**config.mk**
```make
export PLATFORM = sky130hd
export DESIGN_NAME = sts_cfg_regs
export DESIGN_NICKNAME = d
export VERILOG_FILES = /design/src/rtl/core/sts_pkg.sv /design/src/rtl/core/sts_cfg_regs.sv
export SDC_FILE = /design/constraint.sdc
export NUM_CORES = 1
export LEC_CHECK = 0
export BUFFER_PORTS_ARGS = -buffer_cell sky130_fd_sc_hd__buf_2
export CORE_AREA = 2 2 47 57
export CTS_BUF_LIST = sky130_fd_sc_hd__clkbuf_4 sky130_fd_sc_hd__clkbuf_8 sky130_fd_sc_hd__clkbuf_16
export DETAILED_ROUTE_END_ITERATION = 7
export DIE_AREA = 0 0 49 59
export PLACE_DENSITY = 0.81
export SLEW_MARGIN = 10
export SYNTH_ARGS = -nofsm -noshare
export SYNTH_HDL_FRONTEND = slang
export SYNTH_SLANG_ARGS = --single-unit
```
**constraint.sdc**
```tcl
create_clock -name clk -period 2.12 [get_ports clk]
set_clock_uncertainty 0.05 [all_clocks]
set_input_delay 0.106 -clock clk [delete_from_list [all_inputs] [get_ports clk]]
set_output_delay 0.106 -clock clk [all_outputs]
set_load 0.005 [all_outputs]
```
**src/rtl/core/sts_pkg.sv**
```systemverilog
// ----------------------------------------------------------------------------
// sts_pkg
// Shared sizes and types of the sufferage task scheduler core.
// ----------------------------------------------------------------------------
package sts_pkg;

  localparam int MAX_MACHINES = 8;
  localparam int MAX_TASKS    = 64;
  localparam int TIME_W       = 16;
  localparam int CT_W         = 22;
  localparam int M_W          = $clog2(MAX_MACHINES);
  localparam int T_W          = $clog2(MAX_TASKS);
  localparam int MC_W         = 4;
  localparam int TC_W         = 7;
  localparam int ADDR_W       = M_W + T_W;
  localparam int PADDR_W      = 3;
  localparam int PDATA_W      = 32;

  // register indexes
  localparam logic REG_MACHINES = 1'b0;
  localparam logic REG_TASKS    = 1'b1;

  typedef struct packed {
    logic [MC_W-1:0] machines;   // effective count, 1..MAX_MACHINES
    logic [TC_W-1:0] tasks;      // effective count, 1..MAX_TASKS
    logic            restart;
  } cfg_t;

  typedef struct packed {
    logic           valid;
    logic           first;
    logic           last_m;
    logic [M_W-1:0] mach;
    logic [T_W-1:0] tsk;
  } rd_tag_t;

endpackage

```
**src/rtl/core/sts_cfg_regs.sv**
```systemverilog
// ----------------------------------------------------------------------------
// sts_cfg_regs
// APB register file holding machine and task counts, with clamping.
// ----------------------------------------------------------------------------
module sts_cfg_regs (
  input  logic                        clk,
  input  logic                        rst_n,
  input  logic                        psel,
  input  logic                        penable,
  input  logic                        pwrite,
  input  logic [sts_pkg::PADDR_W-1:0] paddr,
  input  logic [sts_pkg::PDATA_W-1:0] pwdata,
  output logic [sts_pkg::PDATA_W-1:0] prdata,
  output logic                        pready,
  output sts_pkg::cfg_t               cfg
);

  logic [sts_pkg::MC_W-1:0] machine_count_r;
  logic [sts_pkg::TC_W-1:0] task_count_r;
  logic                     wr_en;

  assign wr_en  = psel && penable && pwrite;
  assign pready = 1'b1;

  always_ff @(posedge clk) begin
    if (!rst_n) begin
      machine_count_r <= sts_pkg::MC_W'(sts_pkg::MAX_MACHINES);
      task_count_r    <= sts_pkg::TC_W'(sts_pkg::MAX_TASKS);
    end else if (wr_en) begin
      case (paddr[2])
        sts_pkg::REG_MACHINES: machine_count_r <= pwdata[sts_pkg::MC_W-1:0];
        sts_pkg::REG_TASKS:    task_count_r    <= pwdata[sts_pkg::TC_W-1:0];
        default: ;
      endcase
    end
  end

  always_comb begin
    case (paddr[2])
      sts_pkg::REG_MACHINES: prdata = sts_pkg::PDATA_W'(machine_count_r);
      sts_pkg::REG_TASKS:    prdata = sts_pkg::PDATA_W'(task_count_r);
      default:               prdata = '0;
    endcase
  end

  // zero acts as one, anything above the maximum as the maximum
  always_comb begin
    if (machine_count_r == '0)
      cfg.machines = sts_pkg::MC_W'(1);
    else if (machine_count_r > sts_pkg::MC_W'(sts_pkg::MAX_MACHINES))
      cfg.machines = sts_pkg::MC_W'(sts_pkg::MAX_MACHINES);
    else
      cfg.machines = machine_count_r;
    if (task_count_r == '0)
      cfg.tasks = sts_pkg::TC_W'(1);
    else if (task_count_r > sts_pkg::TC_W'(sts_pkg::MAX_TASKS))
      cfg.tasks = sts_pkg::TC_W'(sts_pkg::MAX_TASKS);
    else
      cfg.tasks = task_count_r;
    cfg.restart = wr_en;
  end

endmodule

```
==> results.cfg <==
[finish]
num_antenna_cells = 0
fin_nets = 165
postLayoutCoreUtil = 0.399
drive_gt1_frac = 0.339
syn_to_final_growth_pct = 8.09

[worst_setup_path]
required_ps = 1960
cp-end-kind = output pin
crit_arrival_ps = 1340
timing.rr.end = task_count_r[6]$_SDFFE_PN1P_
critical-path-max-stage-delay_ps = 390
r2r_setup_slack_ps = 1300
crit_start = task_count_r[1]$_SDFFE_PN0P_
critPathLaunchType = flop
ff2ff_path_depth = 2
path_class = flop to output pin
worstPathCellList = or3_1 > o41ai_2 > buf_2
r2r_start = task_count_r[6]$_SDFFE_PN1P_
crit_fanout = 4
endpoint = cfg[1]
critPathSlowestCell = or3_1

[floorplan]
rows = 19
initial_core_util = 0.369
die_y_um = 59
io_pins = 85
die-area_um2 = 2890
die_width_um = 49
core-area_um2 = 2310

[synthesis]
async_flop_share = 0
synth_flop_cell = dfxtp_1
ys_seq_area_frac = 0.259
synth_area_per_cell_um2 = 8.68
yosys_register_bits = 11
yosys.area_share.simple = 0.234
synth-edff-count = 0
yosys.area_share.xor_xnor = 0
synth_cell_types = 19
synth-adder-area-share = 0
syn_area_um2 = 851
synth_warnings = 0
synth_compound_area_frac = 0.0309
synth_top_family_by_area = buffers and inverters
muxShareOfSynthArea = 0.182
synth_cells = 98

[status]
status = finished, final reports clean

[pwr]
max-vdd-ir-drop_mv = 0.157
powerDensity_nw_per_um2 = 461
leakagePower_nw = 0.495

[min_path]
hold_start = pwdata[4]
hold_path.class = input pin to flop

[clock_network]
cts_setup_buffers = 0
htree_levels = 1
cts-resized-gates = 0
clk_latency_ps = 270
cts_tree = built
cts-root-buf = clkbuf_4
clkTransAtPathRegs_ps = 70
cts_hold_buf = 0
clk_path_buf_depth = 2
clock_sinks = 11
cts_buffers = 3

[drt]
route.detailed.drc = 0
wl_mm = 1.48
wl_per_cell_um = 9.55
via_count = 623
ant_nets = 0
firstDrtPassIters = 3
drtIter0Drc = 2
viasPerCell = 4.02

[timing]
fin_hold_ws_ps = 28.3
final_hold_viol_count = 0
drv_slew = 0
rsz0062_at_grt = no
finalSetupViolations = 0
clock.fmax_mhz = 669
min_period_ps = 1490
finalSetupTns_ps = 0
finalCritPeriodShare = 0.705

[global_route]
grt_pass1_vias = 545
overflow = 0
grt_max_degree = 20
grt.total_usage = 0.105
antenna_found_initial = 0
grt_first_pass_wirelength_mm = 2.30

[placed_design]
io_buffers = 31
dp_hpwl_mm = 1.20
gp_congestion = 0.708

[job]
maxCapViolations = 0
## stage by stage
| step | power (W) | worst slack [ps] | cell area [µm²] | std cells |
|---|---|---|---|---|
| after floorplan | 0.000299 | 1070 | 941 | 122 |
| after global placement | 0.000282 | 876 | 892 | 151 |
| after detailed placement | 0.000284 | 910 | 892 | 151 |
| after CTS | 0.000430 | 597 | 920 | 155 |
| after global routing | 0.000447 | 558 | 920 | 155 |
| final | 0.000424 | 625 | 920 | 155 |
## logic make-up after synthesis
logic type | Yosys count
and+or+nand+nor | 35
other | 2
DFF | 11
muxes | 15
AOI/OAI and AO/OA | 2
buffers and inverters | 33
## synth_stat cells, types with 2 or more instances
cell | count | share of area
dfxtp_1 | 11 | 0.26
conb_1 | 2 | 0.0088
buf_4 | 27 | 0.24
nand2_1 | 15 | 0.066
and2_1 | 3 | 0.022
buf_2 | 2 | 0.012
clkbuf_1 | 2 | 0.0088
mux2_2 | 4 | 0.053
buf_6 | 2 | 0.026
nor2b_1 | 11 | 0.081
mux2i_1 | 11 | 0.13
## per-layer routing
layer | part of all wire | vias up | track usage | wire length (µm)
met3 | 0.095 | 2 | 0.0303 | 140
met2 | 0.48 | 36 | 0.172 | 712
li1 | - | 313 | - | -
met5 | 0 | - | 0 | 0
met1 | 0.41 | 272 | 0.123 | 604
met4 | 0.016 | 0 | 0.0612 | 23
## sequential cells by signal, summed over array words and instances (netlist names)
| register | count |
|---|---|
| task_count_r | 7 |
| machine_count_r | 4 |
## cell usage in the layout, fill, tap and decap left out, drive strengths merged
| master | instances |
|---|---|
| buf | 31 |
| conb | 26 |
| nand2 | 15 |
| nor2b | 11 |
| mux2i | 11 |
| dfxtp | 11 |
| mux2 | 4 |
| and2 | 3 |
| clkbuf | 3 |
| or3 | 1 |
| nand2b | 1 |
| o41ai | 1 |
| and3 | 1 |
| o21ba | 1 |
| nor2 | 1 |
| and4 | 1 |
| nand4b | 1 |
| clkinv | 1 |
## worst min-delay path by stage
| stage | end | slack, ps | depth (start not counted) |
|---|---|---|---|
| 6_report | task_count_r[4]$_SDFFE_PN0P_ | 30 | 3 |
| 5_1_grt | task_count_r[5]$_SDFFE_PN0P_ | 30 | 3 |
| 4_1_cts | task_count_r[4]$_SDFFE_PN0P_ | 20 | 3 |
| 3_5_place_dp | task_count_r[4]$_SDFFE_PN0P_ | 320 | 3 |
| 3_3_place_gp | task_count_r[4]$_SDFFE_PN0P_ | 310 | 3 |
| 2_1_floorplan | task_count_r[3]$_SDFFE_PN0P_ | 200 | 2 |
## where the power goes
group          internal, W  leakage [nW]  switching (W)
Sequential        0.000211        0.0891     0.00000483
Clock            0.0000700        0.0177      0.0000746
Combinational    0.0000276         0.388      0.0000357
## cell type report
cell class              count  area (µm²)
fillers                   254        1390
multi-input cells          78         478
flip-flops and latches     11         220
repair buffers             31         155
well taps                  31        38.8
clock buffers               3        22.5
clock inverters             1        5.00
## worst max-delay path, delay by kind of cell (launching register included)
kind	cells	cell delay, ps
and+or+nand+nor	1	390
DFF	1	330
AOI/OAI and AO/OA	1	190
buffers and inverters	1	160
Power figures use the tool's default switching activity.
