===== config.mk =====
export PLATFORM = sky130hd
export DESIGN_NAME = sts_eval_unit
export DESIGN_NICKNAME = d
export VERILOG_FILES = /design/src/rtl/core/sts_pkg.sv /design/src/rtl/core/sts_eval_unit.sv
export SDC_FILE = /design/constraint.sdc
export NUM_CORES = 1
export LEC_CHECK = 0
export BUFFER_PORTS_ARGS = -buffer_cell sky130_fd_sc_hd__buf_4
export CAP_MARGIN = 10
export CORE_MARGIN = 2
export CORE_UTILIZATION = 45
export CTS_BUF_LIST = sky130_fd_sc_hd__clkbuf_8
export CTS_CLUSTER_SIZE = 12
export DETAILED_ROUTE_END_ITERATION = 10
export SLEW_MARGIN = 20
export SYNTH_ARGS = -nofsm -noshare
export SYNTH_HDL_FRONTEND = slang
export SYNTH_SLANG_ARGS = --single-unit

===== constraint.sdc =====
create_clock -name clk -period 5.7 [get_ports clk]
set_clock_uncertainty 0.15 [all_clocks]
set_input_delay 0 -clock clk [delete_from_list [all_inputs] [get_ports clk]]
set_output_delay 0 -clock clk [all_outputs]
set_load 0.02 [all_outputs]

===== src/rtl/core/sts_pkg.sv =====
// ----------------------------------------------------------------------------
// sts_pkg
// Shared sizes and types of the sufferage task scheduler core.
// ----------------------------------------------------------------------------
package sts_pkg;

  localparam int MAX_MACHINES = 8;
  localparam int MAX_TASKS    = 64;
  localparam int TIME_W       = 16;
  localparam int CT_W         = 22;
  localparam int M_W          = $clog2(MAX_MACHINES);
  localparam int T_W          = $clog2(MAX_TASKS);
  localparam int MC_W         = 4;
  localparam int TC_W         = 7;
  localparam int ADDR_W       = M_W + T_W;
  localparam int PADDR_W      = 3;
  localparam int PDATA_W      = 32;

  // register indexes
  localparam logic REG_MACHINES = 1'b0;
  localparam logic REG_TASKS    = 1'b1;

  typedef struct packed {
    logic [MC_W-1:0] machines;   // effective count, 1..MAX_MACHINES
    logic [TC_W-1:0] tasks;      // effective count, 1..MAX_TASKS
    logic            restart;
  } cfg_t;

  typedef struct packed {
    logic           valid;
    logic           first;
    logic           last_m;
    logic [M_W-1:0] mach;
    logic [T_W-1:0] tsk;
  } rd_tag_t;

endpackage


===== src/rtl/core/sts_eval_unit.sv =====
// ----------------------------------------------------------------------------
// sts_eval_unit
// Shared compare unit: folds one completion time a cycle into the best and
// second-best of the current task, then ranks the task's sufferage.
// ----------------------------------------------------------------------------
module sts_eval_unit (
  input  logic                      clk,
  input  logic                      rst_n,
  input  logic                      clear,
  input  sts_pkg::rd_tag_t          tag,
  input  logic [sts_pkg::CT_W-1:0]  rdata,
  output logic [sts_pkg::T_W-1:0]   best_task,
  output logic [sts_pkg::M_W-1:0]   best_mach,
  output logic [sts_pkg::CT_W-1:0]  best_time,
  output logic                      idle
);

  localparam int SUFF_W = sts_pkg::CT_W + 1;

  logic [sts_pkg::CT_W-1:0] mn_r, mn_nxt;
  logic [sts_pkg::CT_W-1:0] sec_r, sec_nxt;
  logic                     has_sec_r, has_sec_nxt;
  logic [sts_pkg::M_W-1:0]  pos_r, pos_nxt;
  logic [SUFF_W-1:0]        suff;

  logic                     cand_v_r;
  logic [SUFF_W-1:0]        cand_suff_r;
  logic [sts_pkg::T_W-1:0]  cand_task_r;
  logic [sts_pkg::M_W-1:0]  cand_mach_r;
  logic [sts_pkg::CT_W-1:0] cand_time_r;

  logic                     found_r;
  logic [SUFF_W-1:0]        best_suff_r;
  logic [sts_pkg::T_W-1:0]  best_task_r;
  logic [sts_pkg::M_W-1:0]  best_mach_r;
  logic [sts_pkg::CT_W-1:0] best_time_r;

  always_comb begin
    mn_nxt      = mn_r;
    sec_nxt     = sec_r;
    has_sec_nxt = has_sec_r;
    pos_nxt     = pos_r;
    if (tag.first) begin
      mn_nxt      = rdata;
      pos_nxt     = tag.mach;
      has_sec_nxt = 1'b0;
    end else if (rdata < mn_r) begin
      sec_nxt     = mn_r;
      has_sec_nxt = 1'b1;
      mn_nxt      = rdata;
      pos_nxt     = tag.mach;
    end else if (rdata != mn_r && (!has_sec_r || rdata < sec_r)) begin
      sec_nxt     = rdata;
      has_sec_nxt = 1'b1;
    end
    // no distinct second value ranks above every real difference
    suff = has_sec_nxt ? {1'b0, sec_nxt - mn_nxt} : '1;
  end

  always_ff @(posedge clk) begin
    if (!rst_n) begin
      cand_v_r <= 1'b0;
      found_r  <= 1'b0;
    end else begin
      cand_v_r <= tag.valid && tag.last_m;
      if (clear)
        found_r <= 1'b0;
      else if (cand_v_r)
        found_r <= 1'b1;
    end
  end

  always_ff @(posedge clk) begin
    if (tag.valid) begin
      mn_r      <= mn_nxt;
      sec_r     <= sec_nxt;
      has_sec_r <= has_sec_nxt;
      pos_r     <= pos_nxt;
    end
    if (tag.valid && tag.last_m) begin
      cand_suff_r <= suff;
      cand_task_r <= tag.tsk;
      cand_mach_r <= pos_nxt;
      cand_time_r <= mn_nxt;
    end
    // strict compare keeps the first task on a tie
    if (cand_v_r && (!found_r || cand_suff_r > best_suff_r)) begin
      best_suff_r <= cand_suff_r;
      best_task_r <= cand_task_r;
      best_mach_r <= cand_mach_r;
      best_time_r <= cand_time_r;
    end
  end

  assign best_task = best_task_r;
  assign best_mach = best_mach_r;
  assign best_time = best_time_r;
  assign idle      = !tag.valid && !cand_v_r;

endmodule


==> results.toml, run 1 <==
[place]
dpl_cell_area_um2 = 9180
port_buffers = 68
hpwl_um = 13800
gp_congestion = 0.939

[synth]
avgSynthCellArea_um2 = 11.7
syn_inst = 714
synth_flop_cell = "edfxtp_1"
yosysWarnings = 0
syn-num-nets = 839
ys_types = 60
synth_edf_count = 156
synthArstFlopShare_pct = 0
ys_seq_area_share_pct = 56.5
syn_area_um2 = 8370
synth_seq_cells = 158

[grt]
grt_first_pass_wirelength_um = 31000
grt-ovfl-total = 0
antenna_found_initial = 0
grt_max_degree = 55
grt_pass1_vias = 5969
grtUsageTotal_pct = 20.2

[worst_setup_path]
cp.required_ns = 5.86
r2r-start = "mn_r[3]$_DFFE_PP_"
crit_slowest_cell = "or4_1"
critical_path_class = "reg -> reg"
slowest_delay_ns = 0.48
crit_fanout = 20
crit_family = "compound AO/OA/AOI/OAI gates"
critPathBufInv = 2
startpoint_type = "flip-flop"
r2r_setup_slack_ns = 0.28
cp_data_arrival_time_ns = 5.58
r2r_cells = 20
r2r-end = "cand_suff_r[21]$_SDFFCE_PN1P_"
crit_chain = "inv_1, ha_1, and3_1, o21a_1, a2111oi_4, o211a_1, o21ai_2, nand2_1, buf_4, o22ai_1, a21oi_1, ha_1, a21oi_1, o21a_1, o211ai_1, a22oi_1, a311o_1, a221oi_1, or4_1, nand3_1"
end_kind = "flip-flop"

[cells_and_area]
fillers = 1554
layout_commonest_cell = "edfxtp_1"
nNetsFinal = 962
fin_area_um2 = 10000
antenna_cells = 0
final_cell_mix = "edfxtp_1, inv_1, ha_1"
areaGrowthSynthToFinish_pct = 19.9
drive_gt1_share_pct = 15.1

[clocking]
cts_buffer_depth = 2
root_buffer = "clkbuf_8"
htreeDepth = 4
cts.sinks = 158
tritoncts = "done"
cts_inserted_buffers = 17
path_clk_slew_ns = 0.10
clk-insertion-delay-late_ns = 0.46

[floorplanning]
num_rows = 49
core_area_um2 = 18100
die_area_um2 = 19700
die_w_um = 140
die_h_um = 140
io_pins = 69
start_util_pct = 46.3

[pwr]
switching_share_pct = 30.8
p_int_w = 0.00217
power.share.clock_pct = 27.5
p_sw_w = 0.000965
p_per_area_nw_per_um2 = 312
p_seq_share_pct = 45.8
vdd_drop_max_v = 0.000228
p_comb_share_pct = 26.7
power.leakage_nw = 4.23

[timing]
finalMaxSlewViolations = 0
fin_crit_ns = 5.42
finalSetupViolCount = 0
finalSetupTns_ns = 0
max_freq_mhz = 184
rsz0062_at_grt = "false"
hold_violations = 0
post-route-period-util_pct = 95.1
worst_pin_slew_ns = 1.00
slew-limit-headroom_pct = 32.8

[detailed_routing]
wl_per_cell_um = 18.0
drtIter0Drc = 305
routed_wl_um = 19500
via_per_inst = 5.50
num_vias = 5932
dr.pass1.iters = 5
antenna_left = 0
remaining_drc_errors = 0

[min_path]
holdCritStartpoint = "tag[3]"
min_path_type = "in -> reg"
holdPathStages = 2
hold-path-endpoint = "cand_task_r[3]$_DFFE_PP_"

[outcome]
run_status = "finished, final reports clean"

[run]
maxCapViolations = 0
## cell families after synthesis
kind of cell	Yosys count	share of synthesized area (%)
AOI/OAI and AO/OA	183	14.5
muxes	7	0.897
buffers and inverters	114	5.16
xor gates and xnor gates	13	1.36
DFF	158	56.5
and+or+nand+nor	151	8.36
adders and majority gates	88	13.2
## through the flow
stage | setup slack [ns] | power (W) | hold WS, ns | utilization (%) | instances
3_3_place_gp | 0.334 | 0.00223 | 0.0124 | 50.8 | 1003
5_1_grt | 0.0448 | 0.00330 | 0.0971 | 55.5 | 1079
3_5_place_dp | 0.273 | 0.00225 | 0.0162 | 50.8 | 1003
4_1_cts | 0.230 | 0.00313 | 0.0923 | 55.1 | 1073
6_report | 0.277 | 0.00314 | 0.117 | 55.5 | 1079
2_1_floorplan | 0.817 | 0.00201 | -0.0751 | - | 714
## per-layer routing
layer  GRT usage (%)  part of all wire, %
met5               0                    0
met4            6.06                  1.7
met3            4.03                  4.0
met2            33.3                   48
met1            27.2                   47
## worst max path at each step
stage	slack, ns	cells past startpoint	endpoint	from
after floorplan	0.82	9	best_mach[0]$_DFFE_PP_	cand_suff_r[16]$_SDFFCE_PN1P_
after global placement	0.33	19	cand_suff_r[21]$_SDFFCE_PN1P_	mn_r[4]$_DFFE_PP_
after detailed placement	0.27	19	cand_suff_r[21]$_SDFFCE_PN1P_	mn_r[7]$_DFFE_PP_
after CTS	0.23	19	cand_suff_r[21]$_SDFFCE_PN1P_	mn_r[3]$_DFFE_PP_
after global routing	0.04	20	cand_suff_r[21]$_SDFFCE_PN1P_	mn_r[3]$_DFFE_PP_
final	0.28	20	cand_suff_r[21]$_SDFFCE_PN1P_	mn_r[3]$_DFFE_PP_
## flip-flops by register name (all words and copies together), names as in the netlist
| name | flops |
|---|---|
| best_suff_r | 23 |
| cand_suff_r | 23 |
| best_time | 22 |
| cand_time_r | 22 |
| mn_r | 22 |
| sec_r | 22 |
| best_task | 6 |
| cand_task_r | 6 |
| best_mach | 3 |
| cand_mach_r | 3 |
| pos_r | 3 |
| cand_v_r | 1 |
| found_r | 1 |
| has_sec_r | 1 |
## worst reg2reg max path, cell delays in order, from the launching register on
cell and delay [ns]:
edfxtp_1 0.42, inv_1 0.09, ha_1 0.24, and3_1 0.25, o21a_1 0.17, a2111oi_4 0.35
o211a_1 0.27, o21ai_2 0.16, nand2_1 0.13, buf_4 0.30, o22ai_1 0.14, a21oi_1 0.23
ha_1 0.33, a21oi_1 0.36, o21a_1 0.19, o211ai_1 0.08, a22oi_1 0.46, a311o_1 0.30
a221oi_1 0.07, or4_1 0.48, nand3_1 0.10
## power groups by stage
stage	sequential, W	clock, W	combinational (W)
3_5_place_dp	0.00146	0	0.000785
3_3_place_gp	0.00146	0	0.000777
5_1_grt	0.00145	0.000921	0.000933
2_1_floorplan	0.00146	0	0.000548
4_1_cts	0.00144	0.000881	0.000813
6_report	0.00144	0.000861	0.000838
## synth_stat cells (4+ instances only)
master	number	area share [%]
nor2b_1	5	0.37
o21a_1	18	1.6
nand2_1	57	2.6
xor2_1	6	0.63
a21oi_1	51	3.0
and4_1	6	0.63
xnor2_1	7	0.73
nor3_1	5	0.30
o211ai_1	4	0.36
nor2_1	43	1.9
o22ai_1	23	1.7
inv_1	98	4.4
ha_1	87	13
nand3_1	7	0.42
a21o_1	19	1.7
edfxtp_1	156	56
mux2_2	4	0.54
o21ai_0	32	1.9
nand4_1	10	0.75
clkbuf_1	13	0.58
## layout make-up
type	instances	area, um^2	share of cell area, %
clock inverter	15	168	1.67
inverter	98	368	3.67
timing repair buffer	119	988	9.85
tap	229	287	2.86
sequential	158	4720	47.1
multi-input combinational	443	3270	32.6
clock buffer	17	234	2.33
## repair_timing
| item | in CTS | in global routing |
|---|---|---|
| hold buffers | 38 | 0 |
| endpoints found under the hold margin | 92 | 0 |
| gates resized for setup | 0 | 3 |
| endpoints found under the setup margin | 0 | 3 |
| setup buffers | 0 | 5 |
Note: power is estimated with default switching activity, not from simulation.
==> run 2, diff against run 1 <==
--- a/config.mk
+++ b/config.mk
@@ -7,9 +7,10 @@
 export LEC_CHECK = 0
 export BUFFER_PORTS_ARGS = -buffer_cell sky130_fd_sc_hd__buf_4
 export CAP_MARGIN = 10
+export CORE_ASPECT_RATIO = 1.25
 export CORE_MARGIN = 2
-export CORE_UTILIZATION = 45
-export CTS_BUF_LIST = sky130_fd_sc_hd__clkbuf_8
+export CORE_UTILIZATION = 35
+export CTS_BUF_LIST = sky130_fd_sc_hd__clkbuf_2
 export CTS_CLUSTER_SIZE = 12
 export DETAILED_ROUTE_END_ITERATION = 10
 export SLEW_MARGIN = 20
==> run 2 against run 1 <==
Net effect:
- sequential share of layout area is 0.85 points lower
- total power is 5.0% lower
- register-to-register slack better by 0.09 ns
- worst hold slack worse by 0.028 ns
- global-route usage is 4.2 points lower
- sequential power hardly changed
- routed wire length is 0.33% higher
- critical path depth is 2 higher
- flip-flop and latch count stayed put
==> results.toml, run 2 (synthesized netlist as in run 1, its figures left out) <==
[place]
hpwl_um = 13800
post-place-ws_ns = 0.422
gp_congestion = 0.856
dpl_cell_area_um2 = 9300
port_buffers = 68

[timing]
post-route-period-util_pct = 93.6
hold_violations = 0
finalMaxSlewViolations = 0
fin_hold_ws_ns = 0.0891
max_freq_mhz = 188
slew-limit-headroom_pct = 45.8
fin_crit_ns = 5.33
worst_pin_slew_ns = 0.811
rsz0062_at_grt = "false"
worst_slack_ns = 0.367
finalSetupViolCount = 0
finalSetupTns_ns = 0

[grt]
grt-ovfl-total = 0
grtUsageTotal_pct = 16.0
grt_pass1_vias = 5863
antenna_found_initial = 1
grt_max_degree = 55
grt_first_pass_wirelength_um = 30600

[floorplanning]
io_pins = 69
start_util_pct = 35.4
die_area_um2 = 25200
die_w_um = 142
die_h_um = 177
num_rows = 63
core_area_um2 = 23600

[cells_and_area]
nNetsFinal = 986
final_cell_mix = "edfxtp_1, inv_1, ha_1"
layout_commonest_cell = "edfxtp_1"
fillers = 2243
areaGrowthSynthToFinish_pct = 22.1
reg_top3 = "best_suff_r x23, cand_suff_r x23"
drive_gt1_share_pct = 15.0
fin_area_um2 = 10200

[detailed_routing]
dr.pass1.iters = 8
drtIter0Drc = 328
num_vias = 5920
remaining_drc_errors = 0
routed_wl_um = 19500
antenna_left = 0
wl_per_cell_um = 16.7
via_per_inst = 5.07

[pwr]
vdd_drop_max_v = 0.000122
p_per_area_nw_per_um2 = 291
power.leakage_nw = 4.30
fin_total_pwr_w = 0.00298

[clocking]
tritoncts = "done"
cts_buffer_depth = 2
cts.sinks = 158
path_clk_slew_ns = 0.24
root_buffer = "clkbuf_2"
post_cts_buffers = 0
cts_inserted_buffers = 17
htreeDepth = 4
clk-insertion-delay-late_ns = 0.77

[outcome]
run_status = "finished, final reports clean"

[worst_setup_path]
cp_data_arrival_time_ns = 5.79
cp.required_ns = 6.16
crit_fanout = 13
critical_path_class = "reg -> reg"
end_kind = "flip-flop"
startpoint_type = "flip-flop"

[min_path]
min_path_type = "in -> reg"

[run]
maxCapViolations = 0
run 2: cell count changes in the layout (fill, tap and decap cells not counted), moves of 2 or more:
cell | before | now
clkbuf_8 | 17 | 0
clkinv_1 | 3 | 0
dlygate4sd3_1 | 38 | 63
inv_8 | 0 | 2
clkbuf_2 | 0 | 17
run 2: routing by layer:
| layer | up-vias | wire length (um) | global-route usage [%] |
|---|---|---|---|
| met5 | - | 0 | 0 |
| met2 | 109 | 9850 | 27.9 |
| li1 | 2922 | - | - |
| met3 | 23 | 579 | 3.06 |
| met4 | 0 | 430 | 5.82 |
| met1 | 2866 | 8680 | 19.8 |
run 2: timing repair:
action                                  4_1_cts  5_1_grt
gates resized for setup                       0        1
endpoints found under the setup margin        0        1
hold buffers                                 63        0
endpoints found under the hold margin       204        0
run 2: worst paths after layout:
kind / startpoint / endpoint / slack (ns) / depth (start not counted)
worst max-delay path: mn_r[20]$_DFFE_PP_ / cand_suff_r[10]$_SDFFCE_PN1P_ / 0.37 / 22
worst min-delay path: rdata[7] / cand_time_r[7]$_DFFE_PP_ / 0.09 / 4
worst max register to register: mn_r[20]$_DFFE_PP_ / cand_suff_r[10]$_SDFFCE_PN1P_ / 0.37 / 22
worst min register to register: cand_time_r[2]$_DFFE_PP_ / best_time[2]$_DFFE_PP_ / 0.27 / 0
run 2: critical path, cell delays in order, from the launching register on:
cell and delay [ns]:
edfxtp_1 0.40, inv_1 0.06, ha_1 0.30, and4_1 0.29, and4_1 0.24, o21ai_1 0.11, o211a_1 0.24, o21ai_2 0.27
nand2_1 0.14, buf_4 0.23, o22a_1 0.20, o22ai_1 0.17, ha_1 0.19, inv_1 0.05, fa_1 0.39, a21o_1 0.19
a21oi_1 0.21, o21bai_1 0.11, a21oi_1 0.25, o21ai_0 0.26, a2111oi_0 0.53, a41oi_1 0.08, o2111ai_1 0.12
run 2: final cells by class:
class                      instances  area, um^2  area share, %
multi-input combinational        442        3230           31.6
clock buffer                      17        85.1          0.833
sequential                       158        4720           46.2
inverter                          98         368           3.60
clock inverter                    15         201           1.97
timing repair buffer             144        1240           12.1
tap                              292         365           3.57
antenna                            1        2.50         0.0245
run 2: per-stage QoR:
step / util [%] / instances
2_1_floorplan: - / 714
3_3_place_gp: 39.3 / 1071
3_5_place_dp: 39.3 / 1071
4_1_cts: 43.2 / 1166
5_1_grt: 43.2 / 1167
6_report: 43.2 / 1167
run 2: report_power, final:
group | switching [W] | total, W | internal (W)
logic | 0.000484 | 0.000832 | 0.000348
registers | 0.0000364 | 0.00143 | 0.00140
clock network | 0.000451 | 0.000712 | 0.000261
==> run 3, diff against run 2 <==
==> constraint.sdc (replaced) <==
create_clock -name clk -period 6.27 [get_ports clk]
set_clock_uncertainty 0.15 [all_clocks]
set_input_delay 0 -clock clk [delete_from_list [all_inputs] [get_ports clk]]
set_output_delay 0 -clock clk [all_outputs]
set_load 0.02 [all_outputs]
==> run 3 against run 2 <==
Net effect:
- final area decreased by 0.28%
- total power fell by 12%
- routed wire length up 0.25%
- sequential share of layout area rose by 0.13 points
- sequential power decreased by 9%
- combinational power is 8.5% lower
- critical endpoint is now cand_suff_r[21]$_SDFFCE_PN1P_
- highest routed layer unchanged
==> results.toml, run 3 (synthesized netlist as in run 1, its figures left out) <==
[cells_and_area]
nNetsFinal = 987
drive_gt1_share_pct = 14.5
fin_area_um2 = 10200
areaGrowthSynthToFinish_pct = 21.8
final_cell_mix = "edfxtp_1, inv_1, ha_1"
layout_commonest_cell = "edfxtp_1"
instances_no_fill = 1168
reg_top3 = "best_suff_r x23, cand_suff_r x23"

[timing]
finalSetupViolCount = 0
finalMaxSlewViolations = 0
finalSetupTns_ns = 0
hold_violations = 0
rsz0062_at_grt = "false"
slew-limit-headroom_pct = 39.7
worst_pin_slew_ns = 0.904
fin_crit_ns = 5.81
fin_hold_ws_ns = 0.0669
max_freq_mhz = 172
post-route-period-util_pct = 92.7

[worst_setup_path]
startpoint_type = "flip-flop"
cp.required_ns = 6.75
crit_top_cell = "a21oi_1"
r2r-start = "mn_r[20]$_DFFE_PP_"
r2r-end = "cand_suff_r[21]$_SDFFCE_PN1P_"
cp_data_arrival_time_ns = 6.30
crit_fanout = 22
crit_slowest_cell = "o21a_1"
crit_family = "compound AO/OA/AOI/OAI gates"
end_kind = "flip-flop"
critical_path_class = "reg -> reg"
cp-startpoint = "mn_r[20]$_DFFE_PP_"
r2r_setup_slack_ns = 0.46
r2r_cells = 21
critPathBufInv = 3
crit_chain = "inv_1, ha_1, a21oi_1, nand2_1, a21oi_1, dlygate4sd3_1, o211ai_2, nor2_1, o21a_1, nor2_1, a21oi_1, ha_1, nor2b_1, o211ai_1, a32oi_2, a22oi_1, buf_4, a311o_1, a221oi_1, or4_1, nand3_1"
slowest_delay_ns = 0.75

[detailed_routing]
antenna_left = 0
dr.pass1.iters = 5
met1_length_um = 8350
routed_wl_um = 19600
met2WireLength_um = 9830
remaining_drc_errors = 0
num_vias = 5923
via_per_inst = 5.07
top_layer = "met4"
dr_wl_met3_um = 785
drtIter0Drc = 296
wl_per_cell_um = 16.8

[floorplanning]
num_rows = 63
start_util_pct = 35.4
core_area_um2 = 23600
die_w_um = 142
die_area_um2 = 25200
io_pins = 69
die_h_um = 177

[clocking]
post_cts_buffers = 0
cts_hold_buffers = 65
path_clk_slew_ns = 0.20
cts-resized-gates = 0
clk-insertion-delay-late_ns = 0.81
cts_buffer_depth = 2
cts.sinks = 158
cts_inserted_buffers = 17
htreeDepth = 4
root_buffer = "clkbuf_2"
tritoncts = "done"

[grt]
grt-ovfl-total = 0
antenna_found_initial = 1
grtUsageTotal_pct = 16.3
grt_first_pass_wirelength_um = 31300
grt_max_degree = 55
grt_pass1_vias = 5994

[min_path]
holdCritStartpoint = "rdata[5]"
holdPathStages = 5
hold-path-endpoint = "cand_time_r[5]$_DFFE_PP_"
min_path_type = "in -> reg"

[pwr]
vdd_drop_max_v = 0.000121
power.leakage_nw = 4.29
p_per_area_nw_per_um2 = 257

[place]
port_buffers = 68
dpl_cell_area_um2 = 9280
hpwl_um = 13700
gp_congestion = 0.854
placed_cells = 1068

[run]
maxCapViolations = 0

[outcome]
run_status = "finished, final reports clean"
-- run 3: changes by cell type in the layout (fill, tap and decap cells not counted), sizes merged --
cell / delta
buf: -2
bufinv: -1
clkbuf: +5
clkinv: -1
clkinvlp: +1
dlygate4sd3: +3
inv: -4
-- run 3: layout make-up --
class	instances	area [um^2]
sequential	158	4720
tap	292	365
clock buffer	22	110
fill	2228	13500
clock inverter	10	114
multi-input combinational	442	3230
inverter	98	368
antenna	1	2.50
timing repair buffer	145	1270
-- run 3: metal layers --
layer,global-route usage [%],up-vias
met2,28.0,107
met5,0,-
li1,-,2929
met4,7.14,0
met3,3.90,42
met1,19.4,2845
-- run 3: worst register-to-register path: cells and delay by family (launching register included) --
| kind | cells | cell delay, ns |
|---|---|---|
| AOI/OAI and AO/OA | 10 | 2.55 |
| and+or+nand+nor | 6 | 1.08 |
| buffers and inverters | 3 | 0.93 |
| adders and majority gates | 2 | 0.54 |
| DFF | 1 | 0.45 |
-- run 3: how the worst max path moves through the flow --
| stage | cells after the start | end | slack (ns) |
|---|---|---|---|
| after floorplan | 9 | best_mach[0]$_DFFE_PP_ | 1.39 |
| after global placement | 20 | cand_suff_r[21]$_SDFFCE_PN1P_ | 0.85 |
| after detailed placement | 20 | cand_suff_r[21]$_SDFFCE_PN1P_ | 0.77 |
| after CTS | 21 | cand_suff_r[21]$_SDFFCE_PN1P_ | 0.44 |
| after global routing | 21 | cand_suff_r[21]$_SDFFCE_PN1P_ | 0.11 |
| final | 21 | cand_suff_r[21]$_SDFFCE_PN1P_ | 0.46 |
-- run 3: through the flow --
stage               setup WS [ns]  power, W  util [%]
floorplan                    1.39   0.00182         -
global placement            0.845   0.00204      39.2
detailed placement          0.773   0.00205      39.2
CTS                         0.444   0.00264      42.9
global route                0.114   0.00278      43.1
finish                      0.457   0.00262      43.1
-- run 3: report_power, final --
part | switching [W] | leakage [nW] | internal [W]
registers | 0.0000324 | 1.47 | 0.00127
clock network | 0.000364 | 0.139 | 0.000190
logic | 0.000441 | 2.67 | 0.000320
